===== config.mk =====
export PLATFORM = sky130hd
export DESIGN_NAME = coldest_core_allocator_flat
export DESIGN_NICKNAME = d
export VERILOG_FILES = /design/src/rtl/cca_pkg.sv /design/src/rtl/cca_chan_if.sv /design/src/rtl/coldest_core_allocator.sv /design/src/rtl/cca_ctrl.sv /design/src/rtl/cca_datapath.sv /design/src/flat_wrapper.sv
export SDC_FILE = /design/constraint.sdc
export NUM_CORES = 2
export LEC_CHECK = 0
export BUFFER_PORTS_ARGS = -buffer_cell sky130_fd_sc_hd__buf_4
export CAP_MARGIN = 10
export CORE_MARGIN = 2
export CORE_UTILIZATION = 28
export CTS_CLUSTER_SIZE = 12
export DETAILED_ROUTE_END_ITERATION = 7
export PLACE_DENSITY = 0.42
export SYNTH_ARGS = -nofsm -noshare
export SYNTH_HDL_FRONTEND = slang
export SYNTH_SLANG_ARGS = --single-unit

===== constraint.sdc =====
create_clock -name clock -period 4.75 [get_ports clock]
set_input_delay 0.475 -clock clock [delete_from_list [all_inputs] [get_ports clock]]
set_output_delay 0.475 -clock clock [all_outputs]
set_load 0.01 [all_outputs]

===== src/rtl/cca_pkg.sv =====
`timescale 1ns / 1ps

package cca_pkg;

   localparam int MAX_CORES_DEF = 64;

   localparam int CORE_COUNT_W = 7;
   localparam int TEMP_W       = 16;
   localparam int MASK_W       = 64;
   localparam int CORE_IDX_W   = 6;
   localparam int CSR_IDX_W    = 2;

   localparam logic [CORE_COUNT_W-1:0] CORE_COUNT_RST = 7'd64;
   localparam logic signed [TEMP_W-1:0] CRIT_TEMP_RST = 16'sd1280;

   typedef enum logic [1:0] {
      REQ_SAMPLE  = 2'd0,
      REQ_ALLOC   = 2'd1,
      REQ_MIGRATE = 2'd2
   } req_code_type;

   typedef enum logic [1:0] {
      KIND_GRANT   = 2'd0,
      KIND_FAIL    = 2'd1,
      KIND_MIGRATE = 2'd2,
      KIND_NONE    = 2'd3
   } kind_type;

   typedef enum logic [CSR_IDX_W-1:0] {
      CSR_CORE_COUNT = 2'd0,
      CSR_CRIT_TEMP  = 2'd1
   } csr_idx_type;

   typedef enum logic [1:0] {
      SEL_ZERO = 2'd0,
      SEL_BEST = 2'd1,
      SEL_PEND = 2'd2
   } out_sel_type;

   typedef struct packed {
      logic [1:0]               req_type;
      logic [CORE_IDX_W-1:0]    core_index;
      logic signed [TEMP_W-1:0] temperature;
      logic [CORE_COUNT_W-1:0]  core_requirement;
      logic [MASK_W-1:0]        available_mask;
      logic [MASK_W-1:0]        free_mask;
      logic [MASK_W-1:0]        active_mask;
   } req_item_type;

   typedef struct packed {
      logic [1:0]            result_kind;
      logic [CORE_IDX_W-1:0] target_core;
      logic [CORE_IDX_W-1:0] source_core;
      logic                  last;
   } rsp_item_type;

   typedef struct packed {
      logic [CSR_IDX_W-1:0] index;
      logic [TEMP_W-1:0]    data;
   } csr_item_type;

   // controller to datapath
   typedef struct packed {
      logic        accept_sample;
      logic        accept_alloc;
      logic        accept_migr;
      logic        count_step;
      logic        scan_start;
      logic        scan_step;
      logic        rd_core;
      logic        take_best;
      logic        store_pend;
      logic        next_core;
      logic        emit;
      kind_type    kind;
      out_sel_type sel;
      logic        last;
   } cmd_type;

   // datapath to controller
   typedef struct packed {
      logic scan_done;
      logic need_zero;
      logic need_one;
      logic have_enough;
      logic core_end;
      logic core_active;
      logic hot;
      logic found;
      logic pend_vld;
      logic out_free;
   } status_type;

endpackage


===== src/rtl/cca_chan_if.sv =====
`timescale 1ns / 1ps

interface cca_chan_if #(
   parameter type payload_type = logic
);
   logic        valid;
   logic        ready;
   payload_type payload;

   modport source (output valid, output payload, input ready);
   modport sink (input valid, input payload, output ready);
endinterface


===== src/rtl/coldest_core_allocator.sv =====
`timescale 1ns / 1ps

// channel   dir  payload               accepted when
// req_chan  in   cca_pkg::req_item_type valid && ready
// rsp_chan  out  cca_pkg::rsp_item_type valid && ready
// csr_chan  in   cca_pkg::csr_item_type valid && ready (ready held high)
//
// sample item: written into the temperature memory on accept. allocation: first counts the
//   available cores among the cores in use, then runs one coldest-core scan per granted core
// migrate item: checks each core in use, reads the temperature of each active one, runs a
//   coldest-core scan over the free cores for each hot active core, then emits a final result
// the temperature memory has a single read port, shared by the core checks and the scans;
//   the coldest-core scan reads one entry per cycle
// reset clears control and valid bits at once; no clearing pass is run
// a result waiting in the output register does not block the next item; emits stall
//   only while that register is still full

module coldest_core_allocator #(
   parameter int MAX_CORES = cca_pkg::MAX_CORES_DEF
) (
   input  logic       clock,
   input  logic       reset,
   cca_chan_if.sink   req_chan,
   cca_chan_if.source rsp_chan,
   cca_chan_if.sink   csr_chan
);

   cca_pkg::cmd_type    cmd;
   cca_pkg::status_type status;

   // configuration writes are always taken
   assign csr_chan.ready = 1'b1;

   // sequencer: accepts items, steps the scans, orders the results
   cca_ctrl u_ctrl (
      .clock     (clock),
      .reset     (reset),
      .req_valid (req_chan.valid),
      .req_type  (req_chan.payload.req_type),
      .req_ready (req_chan.ready),
      .status    (status),
      .cmd       (cmd)
   );

   // temperature memory, masks, scan compare and output register
   cca_datapath #(
      .MAX_CORES (MAX_CORES)
   ) u_datapath (
      .clock     (clock),
      .reset     (reset),
      .req_item  (req_chan.payload),
      .csr_valid (csr_chan.valid),
      .csr_item  (csr_chan.payload),
      .rsp_ready (rsp_chan.ready),
      .rsp_valid (rsp_chan.valid),
      .rsp_item  (rsp_chan.payload),
      .cmd       (cmd),
      .status    (status)
   );

   // results are only loaded into a free output register
   a_emit_free: assert property (@(posedge clock) disable iff (reset)
      cmd.emit |-> status.out_free)
      else $error("result loaded over a waiting result");

   // allocation and migrate items hold off the input side while they run
   a_busy_after_accept: assert property (@(posedge clock) disable iff (reset)
      (req_chan.valid && req_chan.ready &&
       (req_chan.payload.req_type == cca_pkg::REQ_ALLOC ||
        req_chan.payload.req_type == cca_pkg::REQ_MIGRATE)) |=> !req_chan.ready)
      else $error("input accepted during a running request");

   // failure and nothing-to-report results are single, final and carry no cores
   a_single_results: assert property (@(posedge clock) disable iff (reset)
      (rsp_chan.valid && (rsp_chan.payload.result_kind == cca_pkg::KIND_FAIL ||
                          rsp_chan.payload.result_kind == cca_pkg::KIND_NONE))
      |-> (rsp_chan.payload.last && rsp_chan.payload.target_core == '0 &&
           rsp_chan.payload.source_core == '0))
      else $error("malformed single result");

   // a grant never names a source core
   a_grant_source: assert property (@(posedge clock) disable iff (reset)
      (rsp_chan.valid && rsp_chan.payload.result_kind == cca_pkg::KIND_GRANT)
      |-> (rsp_chan.payload.source_core == '0))
      else $error("grant with a source core");

endmodule


===== src/rtl/cca_ctrl.sv =====
`timescale 1ns / 1ps

module cca_ctrl (
   input  logic                 clock,
   input  logic                 reset,
   input  logic                 req_valid,
   input  logic [1:0]           req_type,
   output logic                 req_ready,
   input  cca_pkg::status_type  status,
   output cca_pkg::cmd_type     cmd
);

   typedef enum logic [8:0] {
      ST_IDLE   = 9'b000000001,
      ST_COUNT  = 9'b000000010,
      ST_PICK   = 9'b000000100,
      ST_GRANT  = 9'b000001000,
      ST_CHECK  = 9'b000010000,
      ST_TEST   = 9'b000100000,
      ST_MPICK  = 9'b001000000,
      ST_MSTORE = 9'b010000000,
      ST_FLUSH  = 9'b100000000
   } state_type;

   state_type state_ff, state_in;

   always_comb begin
      state_in  = state_ff;
      cmd       = '0;
      cmd.kind  = cca_pkg::KIND_NONE;
      cmd.sel   = cca_pkg::SEL_ZERO;
      req_ready = 1'b0;
      case (state_ff)
         ST_IDLE: begin
            req_ready = 1'b1;
            if (req_valid) begin
               case (req_type)
                  cca_pkg::REQ_SAMPLE: cmd.accept_sample = 1'b1;
                  cca_pkg::REQ_ALLOC: begin
                     cmd.accept_alloc = 1'b1;
                     state_in = ST_COUNT;
                  end
                  cca_pkg::REQ_MIGRATE: begin
                     cmd.accept_migr = 1'b1;
                     state_in = ST_CHECK;
                  end
                  default: ;
               endcase
            end
         end
         ST_COUNT: begin
            if (!status.scan_done) begin
               cmd.count_step = 1'b1;
            end else if (status.need_zero || !status.have_enough) begin
               if (status.out_free) begin
                  cmd.emit = 1'b1;
                  cmd.last = 1'b1;
                  cmd.kind = status.need_zero ? cca_pkg::KIND_NONE : cca_pkg::KIND_FAIL;
                  state_in = ST_IDLE;
               end
            end else begin
               cmd.scan_start = 1'b1;
               state_in = ST_PICK;
            end
         end
         ST_PICK: begin
            if (!status.scan_done) begin
               cmd.scan_step = 1'b1;
            end else begin
               state_in = ST_GRANT;
            end
         end
         ST_GRANT: begin
            if (status.out_free) begin
               cmd.emit      = 1'b1;
               cmd.kind      = cca_pkg::KIND_GRANT;
               cmd.sel       = cca_pkg::SEL_BEST;
               cmd.last      = status.need_one;
               cmd.take_best = 1'b1;
               if (status.need_one) begin
                  state_in = ST_IDLE;
               end else begin
                  cmd.scan_start = 1'b1;
                  state_in = ST_PICK;
               end
            end
         end
         ST_CHECK: begin
            if (status.core_end) begin
               state_in = ST_FLUSH;
            end else if (status.core_active) begin
               cmd.rd_core = 1'b1;
               state_in = ST_TEST;
            end else begin
               cmd.next_core = 1'b1;
            end
         end
         ST_TEST: begin
            if (status.hot) begin
               cmd.scan_start = 1'b1;
               state_in = ST_MPICK;
            end else begin
               cmd.next_core = 1'b1;
               state_in = ST_CHECK;
            end
         end
         ST_MPICK: begin
            if (!status.scan_done) begin
               cmd.scan_step = 1'b1;
            end else if (status.found) begin
               state_in = ST_MSTORE;
            end else begin
               cmd.next_core = 1'b1;
               state_in = ST_CHECK;
            end
         end
         ST_MSTORE: begin
            if (!status.pend_vld || status.out_free) begin
               cmd.emit       = status.pend_vld;
               cmd.kind       = cca_pkg::KIND_MIGRATE;
               cmd.sel        = cca_pkg::SEL_PEND;
               cmd.store_pend = 1'b1;
               cmd.next_core  = 1'b1;
               state_in = ST_CHECK;
            end
         end
         ST_FLUSH: begin
            if (status.out_free) begin
               cmd.emit = 1'b1;
               cmd.last = 1'b1;
               if (status.pend_vld) begin
                  cmd.kind = cca_pkg::KIND_MIGRATE;
                  cmd.sel  = cca_pkg::SEL_PEND;
               end
               state_in = ST_IDLE;
            end
         end
         default: state_in = ST_IDLE;
      endcase
   end

   always_ff @(posedge clock) begin
      if (reset) begin
         state_ff <= ST_IDLE;
      end else begin
         state_ff <= state_in;
      end
   end

endmodule


===== src/rtl/cca_datapath.sv =====
`timescale 1ns / 1ps

module cca_datapath #(
   parameter int MAX_CORES = cca_pkg::MAX_CORES_DEF
) (
   input  logic                  clock,
   input  logic                  reset,
   input  cca_pkg::req_item_type req_item,
   input  logic                  csr_valid,
   input  cca_pkg::csr_item_type csr_item,
   input  logic                  rsp_ready,
   output logic                  rsp_valid,
   output cca_pkg::rsp_item_type rsp_item,
   input  cca_pkg::cmd_type      cmd,
   output cca_pkg::status_type   status
);

   localparam int IW = $clog2(MAX_CORES);
   localparam int CW = $clog2(MAX_CORES + 1);
   localparam int TW = cca_pkg::TEMP_W;
   localparam int NW = cca_pkg::CORE_COUNT_W;

   // temperature store, entries read as zero until first written
   logic [TW-1:0]        temp_mem [MAX_CORES];
   logic [MAX_CORES-1:0] tvalid_ff, tvalid_in;
   logic [TW-1:0]        mem_q_ff;
   logic                 vbit_q_ff;
   logic                 mem_we;
   logic [IW-1:0]        wr_addr, rd_addr;

   logic [NW-1:0]        core_count_ff, core_count_in;
   logic signed [TW-1:0] crit_ff, crit_in;

   logic [MAX_CORES-1:0] work_mask_ff, work_mask_in;
   logic [MAX_CORES-1:0] act_mask_ff, act_mask_in;
   logic [NW-1:0]        need_ff, need_in;
   logic [CW-1:0]        have_ff, have_in;
   logic [CW-1:0]        scan_ff, scan_in;
   logic                 rd_vld_ff, rd_vld_in;
   logic [IW-1:0]        rd_idx_ff, rd_idx_in;
   logic [IW-1:0]        best_idx_ff, best_idx_in;
   logic signed [TW-1:0] best_t_ff, best_t_in;
   logic                 found_ff, found_in;
   logic [CW-1:0]        core_ff, core_in;
   logic                 pend_vld_ff, pend_vld_in;
   logic [IW-1:0]        pend_tgt_ff, pend_tgt_in;
   logic [IW-1:0]        pend_src_ff, pend_src_in;
   logic                 out_vld_ff, out_vld_in;
   cca_pkg::rsp_item_type out_ff, out_in;

   logic [CW-1:0]        n_w;
   logic                 scan_live;
   logic [IW-1:0]        scan_idx;
   logic signed [TW-1:0] rd_t;

   assign n_w = (core_count_ff > NW'(MAX_CORES)) ? CW'(MAX_CORES) : CW'(core_count_ff);
   assign scan_live = (scan_ff < n_w);
   assign scan_idx  = scan_ff[IW-1:0];
   assign rd_t      = vbit_q_ff ? $signed(mem_q_ff) : '0;
   assign rd_addr   = cmd.rd_core ? core_ff[IW-1:0] : scan_idx;
   assign wr_addr   = req_item.core_index[IW-1:0];
   assign mem_we    = cmd.accept_sample &&
                      ({1'b0, req_item.core_index} < NW'(MAX_CORES));

   always_comb begin
      tvalid_in     = tvalid_ff;
      core_count_in = core_count_ff;
      crit_in       = crit_ff;
      work_mask_in  = work_mask_ff;
      act_mask_in   = act_mask_ff;
      need_in       = need_ff;
      have_in       = have_ff;
      scan_in       = scan_ff;
      rd_vld_in     = rd_vld_ff;
      rd_idx_in     = rd_idx_ff;
      best_idx_in   = best_idx_ff;
      best_t_in     = best_t_ff;
      found_in      = found_ff;
      core_in       = core_ff;
      pend_vld_in   = pend_vld_ff;
      pend_tgt_in   = pend_tgt_ff;
      pend_src_in   = pend_src_ff;
      out_vld_in    = out_vld_ff;
      out_in        = out_ff;

      if (csr_valid) begin
         case (csr_item.index)
            cca_pkg::CSR_CORE_COUNT: core_count_in = csr_item.data[NW-1:0];
            cca_pkg::CSR_CRIT_TEMP:  crit_in = $signed(csr_item.data);
            default: ;
         endcase
      end

      if (mem_we) begin
         tvalid_in[wr_addr] = 1'b1;
      end

      // compare stage of the scan, one temperature behind the read
      if (rd_vld_ff && (!found_ff || (rd_t < best_t_ff))) begin
         best_idx_in = rd_idx_ff;
         best_t_in   = rd_t;
         found_in    = 1'b1;
      end

      if (cmd.accept_alloc) begin
         work_mask_in = req_item.available_mask[MAX_CORES-1:0];
         need_in      = req_item.core_requirement;
         have_in      = '0;
         scan_in      = '0;
         rd_vld_in    = 1'b0;
      end
      if (cmd.accept_migr) begin
         work_mask_in = req_item.free_mask[MAX_CORES-1:0];
         act_mask_in  = req_item.active_mask[MAX_CORES-1:0];
         core_in      = '0;
         pend_vld_in  = 1'b0;
         rd_vld_in    = 1'b0;
      end
      if (cmd.count_step && scan_live) begin
         have_in = have_ff + CW'(work_mask_ff[scan_idx]);
         scan_in = scan_ff + 1'b1;
      end
      if (cmd.scan_step) begin
         if (scan_live) begin
            rd_vld_in = work_mask_ff[scan_idx];
            rd_idx_in = scan_idx;
            scan_in   = scan_ff + 1'b1;
         end else begin
            rd_vld_in = 1'b0;
         end
      end
      if (cmd.scan_start) begin
         scan_in   = '0;
         rd_vld_in = 1'b0;
         found_in  = 1'b0;
      end
      if (cmd.take_best) begin
         work_mask_in[best_idx_ff] = 1'b0;
         need_in = need_ff - 1'b1;
      end
      if (cmd.store_pend) begin
         work_mask_in[best_idx_ff] = 1'b0;
         pend_vld_in = 1'b1;
         pend_tgt_in = best_idx_ff;
         pend_src_in = core_ff[IW-1:0];
      end
      if (cmd.next_core) begin
         core_in = core_ff + 1'b1;
      end

      if (cmd.emit) begin
         out_vld_in         = 1'b1;
         out_in.result_kind = cmd.kind;
         out_in.last        = cmd.last;
         case (cmd.sel)
            cca_pkg::SEL_BEST: begin
               out_in.target_core = cca_pkg::CORE_IDX_W'(best_idx_ff);
               out_in.source_core = '0;
            end
            cca_pkg::SEL_PEND: begin
               out_in.target_core = cca_pkg::CORE_IDX_W'(pend_tgt_ff);
               out_in.source_core = cca_pkg::CORE_IDX_W'(pend_src_ff);
            end
            default: begin
               out_in.target_core = '0;
               out_in.source_core = '0;
            end
         endcase
      end else if (rsp_ready) begin
         out_vld_in = 1'b0;
      end
   end

   always_ff @(posedge clock) begin
      if (mem_we) begin
         temp_mem[wr_addr] <= req_item.temperature;
      end
      mem_q_ff <= temp_mem[rd_addr];
   end

   always_ff @(posedge clock) begin
      if (reset) begin
         tvalid_ff     <= '0;
         core_count_ff <= cca_pkg::CORE_COUNT_RST;
         crit_ff       <= cca_pkg::CRIT_TEMP_RST;
         out_vld_ff    <= 1'b0;
         rd_vld_ff     <= 1'b0;
         pend_vld_ff   <= 1'b0;
      end else begin
         tvalid_ff     <= tvalid_in;
         core_count_ff <= core_count_in;
         crit_ff       <= crit_in;
         out_vld_ff    <= out_vld_in;
         rd_vld_ff     <= rd_vld_in;
         pend_vld_ff   <= pend_vld_in;
      end
   end

   always_ff @(posedge clock) begin
      vbit_q_ff    <= tvalid_ff[rd_addr];
      work_mask_ff <= work_mask_in;
      act_mask_ff  <= act_mask_in;
      need_ff      <= need_in;
      have_ff      <= have_in;
      scan_ff      <= scan_in;
      rd_idx_ff    <= rd_idx_in;
      best_idx_ff  <= best_idx_in;
      best_t_ff    <= best_t_in;
      found_ff     <= found_in;
      core_ff      <= core_in;
      pend_tgt_ff  <= pend_tgt_in;
      pend_src_ff  <= pend_src_in;
      out_ff       <= out_in;
   end

   always_comb begin
      status.scan_done   = !scan_live && !rd_vld_ff;
      status.need_zero   = (need_ff == '0);
      status.need_one    = (need_ff == NW'(1));
      status.have_enough = (need_ff <= NW'(have_ff));
      status.core_end    = !(core_ff < n_w);
      status.core_active = act_mask_ff[core_ff[IW-1:0]];
      status.hot         = (rd_t > crit_ff);
      status.found       = found_ff;
      status.pend_vld    = pend_vld_ff;
      status.out_free    = !out_vld_ff || rsp_ready;
   end

   assign rsp_valid = out_vld_ff;
   assign rsp_item  = out_ff;

endmodule


===== src/flat_wrapper.sv =====
// flat-port wrapper written by rule: the top's interface ports become plain ports
module coldest_core_allocator_flat import cca_pkg::*;
#(
   parameter int MAX_CORES = cca_pkg::MAX_CORES_DEF
)
  (clock, reset, req_chan_valid, req_chan_payload, req_chan_ready, rsp_chan_valid, rsp_chan_payload, rsp_chan_ready, csr_chan_valid, csr_chan_payload, csr_chan_ready);
  cca_chan_if #(.payload_type(req_item_type)) req_chan_i ();
  cca_chan_if #(.payload_type(rsp_item_type)) rsp_chan_i ();
  cca_chan_if #(.payload_type(csr_item_type)) csr_chan_i ();
  input  logic clock;
  input  logic reset;
  input wire logic [$bits(req_chan_i.valid)-1:0] req_chan_valid;
  input wire logic [$bits(req_chan_i.payload)-1:0] req_chan_payload;
  output wire logic [$bits(req_chan_i.ready)-1:0] req_chan_ready;
  output wire logic [$bits(rsp_chan_i.valid)-1:0] rsp_chan_valid;
  output wire logic [$bits(rsp_chan_i.payload)-1:0] rsp_chan_payload;
  input wire logic [$bits(rsp_chan_i.ready)-1:0] rsp_chan_ready;
  input wire logic [$bits(csr_chan_i.valid)-1:0] csr_chan_valid;
  input wire logic [$bits(csr_chan_i.payload)-1:0] csr_chan_payload;
  output wire logic [$bits(csr_chan_i.ready)-1:0] csr_chan_ready;
  assign req_chan_i.valid = req_chan_valid;
  assign req_chan_i.payload = req_chan_payload;
  assign req_chan_ready = req_chan_i.ready;
  assign rsp_chan_valid = rsp_chan_i.valid;
  assign rsp_chan_payload = rsp_chan_i.payload;
  assign rsp_chan_i.ready = rsp_chan_ready;
  assign csr_chan_i.valid = csr_chan_valid;
  assign csr_chan_i.payload = csr_chan_payload;
  assign csr_chan_ready = csr_chan_i.ready;
  coldest_core_allocator #(.MAX_CORES(MAX_CORES)) u_core (.clock(clock), .reset(reset), .req_chan(req_chan_i), .rsp_chan(rsp_chan_i), .csr_chan(csr_chan_i));
endmodule

==> results.md <==
| Result | This run |
|---|---|
| Status | finished clean |
| Io pins | 264 |
| Inst Count DP | 7256 |
| Number of standard cells after synthesis | 4342 |
| Fraction of final layout cells sized beyond drive strength 1 | 0.1949 |
| WS Path Type | reg -> reg |
| Detailed Place HPWL | 124100 um |
| Slew Viols, Final | 0 |
| Filler instances | 19.56k |
| Syn. warnings | 0 |
| Total area of multi-input combinational cells | 16470 sq um |
| H-tree depth | 4 |
| Clock buffer count from CTS | 157 |
| Floorplan Core Area | 199900 sq um |
| Slowest-stage cell, CP | sky130_fd_sc_hd__mux4_2 |
| Total length of routed wires | 199300 um |
| Die Wd | 452.5 um |
| Bufs and invs on worst path | 3 |
| Cell area after layout | 70490 sq um |
| Instance count on the critical path | 13 |
| Final worst setup slack | 94.87 ps |
| Met3 layer usage reported by global route | 0.02791 |
| Placement Cell Area | 63570 sq um |
| Via count | 38.79k |
| GRT Overall Usage | 0.1908 |
| Standby leakage power | 0.02500 uW |
| Clock Power Share | 0.362 |
| Number of unique standard cell types used by synthesis | 82 |
| Worst slew pin tran | 1319 ps |
| Most common cell after layout, fill and taps aside | sky130_fd_sc_hd__edfxtp_1 |
| Area growth, synth to finish | 25.14% |
| Sequential share of power | 0.422 |
| Insertion delay of the later-clocked pin in the worst-skew pair | 800 ps |
| Pre-Repair DR Iteration Count | 5 |
| Class of the worst hold path | in -> reg |
| Setup repair after global routing missed its margin | false |
| Setup crit end kind | flip-flop |
| Post-layout net count | 5239 |
| Layout Cells excl Fill | 7724 |
| Root buffer cell | sky130_fd_sc_hd__clkbuf_16 |
| Pin count of the biggest net entering global routing | 145 |
| Clock slew at reported path FFs | 60 ps |
| Peak ir drop on the vdd network | 0.3899 mV |
| Area of the die | 204800 sq um |
| GR Util met1 | 0.2590 |
| Per-instance average area after synthesis | 12.97 sq um |
| Yosys top cell by area | sky130_fd_sc_hd__edfxtp_1 |
| Reg-to-reg slack, setup | 90 ps |
| GRT overflow | 0 |
| Mean number of vias per cell | 5.022 |
| GP Congestion | 0.7965 |
| Async S/R FF share, synth | 0 |
| Power per Cell Area | 464.1 nW/um^2 |
| Relative slew slack | 0.1189 |
| Worst Path Max Fanout | 127 |
| Post-synthesis cell area | 56330 sq um |
| Seq/Total Area, Yosys | 0.6874 |
| Vias in the first global route | 38.99k |
| EDFF count, synth | 1164 |
| Chip Height | 452.5 um |
| Post-route fraction of the period consumed by the critical path | 0.9800 |
| Total negative slack | 0 ps |
| Total count of hold-check failures in the final report | 0 |
| Most crowded layer after global routing | met2 |
| Area taken by flip-flops and latches | 38720 sq um |
| Top library cells by usage in the layout, fill and taps aside | sky130_fd_sc_hd__edfxtp_1 (1164), sky130_fd_sc_hd__buf_4 (506), sky130_fd_sc_hd__nand2_1 (429) |
| DP Worst Slack | -623.2 ps |
| Ordered cell list for the critical path | buf_12, mux4_2, a31oi_1, nand4_2, and2_1, o211a_4, buf_12, o21ai_0, a21oi_1, a2111oi_0, buf_4, o2bb2ai_1, or4_1 |
| Final Skew | 35.16 ps |
| Power dissipated by switching net loads | 9707 uW |
| Ranking of synthesized cells by area | sky130_fd_sc_hd__edfxtp_1 (62%), sky130_fd_sc_hd__dfxtp_1 (6.7%), sky130_fd_sc_hd__nand3_1 (3.4%) |
| Top FF cell, synth | sky130_fd_sc_hd__edfxtp_1 |
| Min Tclk post-route | 4655 ps |
| Number of antenna violations at the first check in global routing | 7 |
| Number of buffer cells added on primary ports | 262 |
| Required time reported for the critical path endpoint | 5420 ps |
| Depth of the worst register-to-register path | 13 |
| Wirelength per Cell | 25.80 um |
| Share of the synthesized area in the top cell type | 0.6205 |
| Internal power component | 23010 uW |
| Clock tree from TritonCTS | yes |
| Count of cells along the worst hold path | 5 |
| Maximum capacitance violations | 0 |
| Synthesized netlist net count | 4650 |
| FP Rows | 164 |
| FF+latch count, synth | 1352 |
| Met2 Resource Use GR | 0.3201 |
| Drt first-iter violations | 3120 |
| Sort of element at the start of the critical path | flip-flop |
| Highest cell delay on the worst timing path | 540 ps |
| Setup violations, final | 0 |
| Antenna-violating nets left | 0 |
| Starting Density | 0.2818 |
| Cell class contributing the biggest share of worst-path delay | compound AO/OA/AOI/OAI gates |
| Switching power as a share of total power | 0.2967 |
| Share of power burned in combinational logic | 0.216 |
| Data arrival, critical path | 5320 ps |
| Remaining design rule violation count | 0 |
| CTS max path bufs | 3 |
| Cell repeated most along the worst path | sky130_fd_sc_hd__buf_12 |
| Peak Freq | 0.2148 GHz |
| Wire length of the first global-routing pass | 287100 um |
| Sink Count | 1352 |
[cell usage after synthesis, drive strengths merged, types with 62 or more instances]
cell and instances:
and3 93, mux2i 93, dfxtp 188, buf 82
mux2 78, a211oi 96, o21ai 311, ha 62
clkbuf 224, a21oi 303, inv 62, nor2 265
nand2 430, edfxtp 1164, nand3 379
[tightest hold or removal path, cell delays in order]
cell	delay, ps
sky130_fd_sc_hd__buf_4	120
sky130_fd_sc_hd__nand2_1	50
sky130_fd_sc_hd__nand3_1	70
sky130_fd_sc_hd__o21ai_0	70
sky130_fd_sc_hd__a21oi_1	50
[what timing repair did]
item | CTS | global route
gates resized for setup | 19 | 32
pin swaps | 0 | 1
hold buffers | 168 | 0
hold endpoints to repair | 158 | 0
gates cloned | 0 | 1
setup buffers | 1 | 2
setup endpoints to repair | 16 | 17
[routing by layer]
layer | vias to the layer above | part of all wire
met1 | 19850 | 0.45
met5 | - | 0
met4 | 0 | 0.019
met2 | 987 | 0.48
met3 | 210 | 0.046
li1 | 17750 | -
[layout make-up]
class,count,share of cell area
flip-flops and latches,1352,0.5493
inverters,62,0.003302
well taps,2656,0.04714
clock inverters,52,0.007189
diodes,4,0.0001420
multi-input cells,2622,0.2337
repair buffers,736,0.09543
clock buffers,240,0.06383
[registers in the layout (all words and copies together), names as in the netlist, 6 cells and up]
| name | cells |
|---|---|
| u_core.u_datapath.pend_src_ff | 6 |
| u_core.u_datapath.scan_ff | 7 |
| u_core.u_datapath.need_ff | 7 |
| u_core.u_datapath.act_mask_ff | 64 |
| u_core.u_datapath.temp_mem | 1024 |
| u_core.u_datapath.best_idx_ff | 6 |
| u_core.u_datapath.rd_idx_ff | 6 |
| u_core.u_ctrl.state_ff | 9 |
| u_core.u_datapath.best_t_ff | 16 |
| u_core.u_datapath.work_mask_ff | 64 |
| u_core.u_datapath.crit_ff | 16 |
| u_core.u_datapath.pend_tgt_ff | 6 |
| u_core.u_datapath.tvalid_ff | 64 |
| u_core.u_datapath.core_ff | 7 |
| u_core.u_datapath.mem_q_ff | 16 |
| u_core.u_datapath.have_ff | 7 |
| u_core.u_datapath.core_count_ff | 7 |
| u_core.u_datapath.rsp_item | 15 |
[per-stage QoR]
step           power, uW  hold slack (ps)    util
6_report           32710            70.62  0.3527
5_1_grt            34130            42.69  0.3527
4_1_cts            33130         0.007605  0.3520
3_5_place_dp       20950            405.6  0.3181
3_3_place_gp       20980            400.3  0.3181
2_1_floorplan      17750            400.3       -
[power by group through the flow]
stage / logic (uW) / clock network, uW / registers (uW)
after floorplan: 3980 / 0 / 13800
after global placement: 6930 / 0 / 14100
after detailed placement: 6910 / 0 / 14000
after CTS: 7160 / 12200 / 13800
after global routing: 7700 / 12600 / 13800
final: 7080 / 11800 / 13800
[logic make-up (layout without fill, tap and decap cells)]
family	after synthesis	after routing	synth area share
AO/OA/AOI/OAI	1010	1010	0.1131
flip-flops	1352	1352	0.6874
XOR/XNOR	18	18	0.002799
AND/OR/NAND/NOR	1330	1330	0.1110
multiplexers	201	201	0.04445
other	1	5	0.00006657
adder cells (fa/ha/maj)	62	62	0.01377
buffers and inverters	368	1090	0.02746
[worst paths after layout]
| kind | startpoint | endpoint |
|---|---|---|
| max | u_core.u_datapath.core_ff[0] | u_core.u_datapath.mem_q_ff[5] |
| min | req_chan_payload[185] | u_core.u_datapath.work_mask_ff[57] |
| max reg2reg | u_core.u_datapath.core_ff[0] | u_core.u_datapath.mem_q_ff[5] |
| min reg2reg | u_core.u_datapath.rd_idx_ff[0] | u_core.u_datapath.best_idx_ff[0] |
Note: power is estimated with default switching activity, not from simulation.
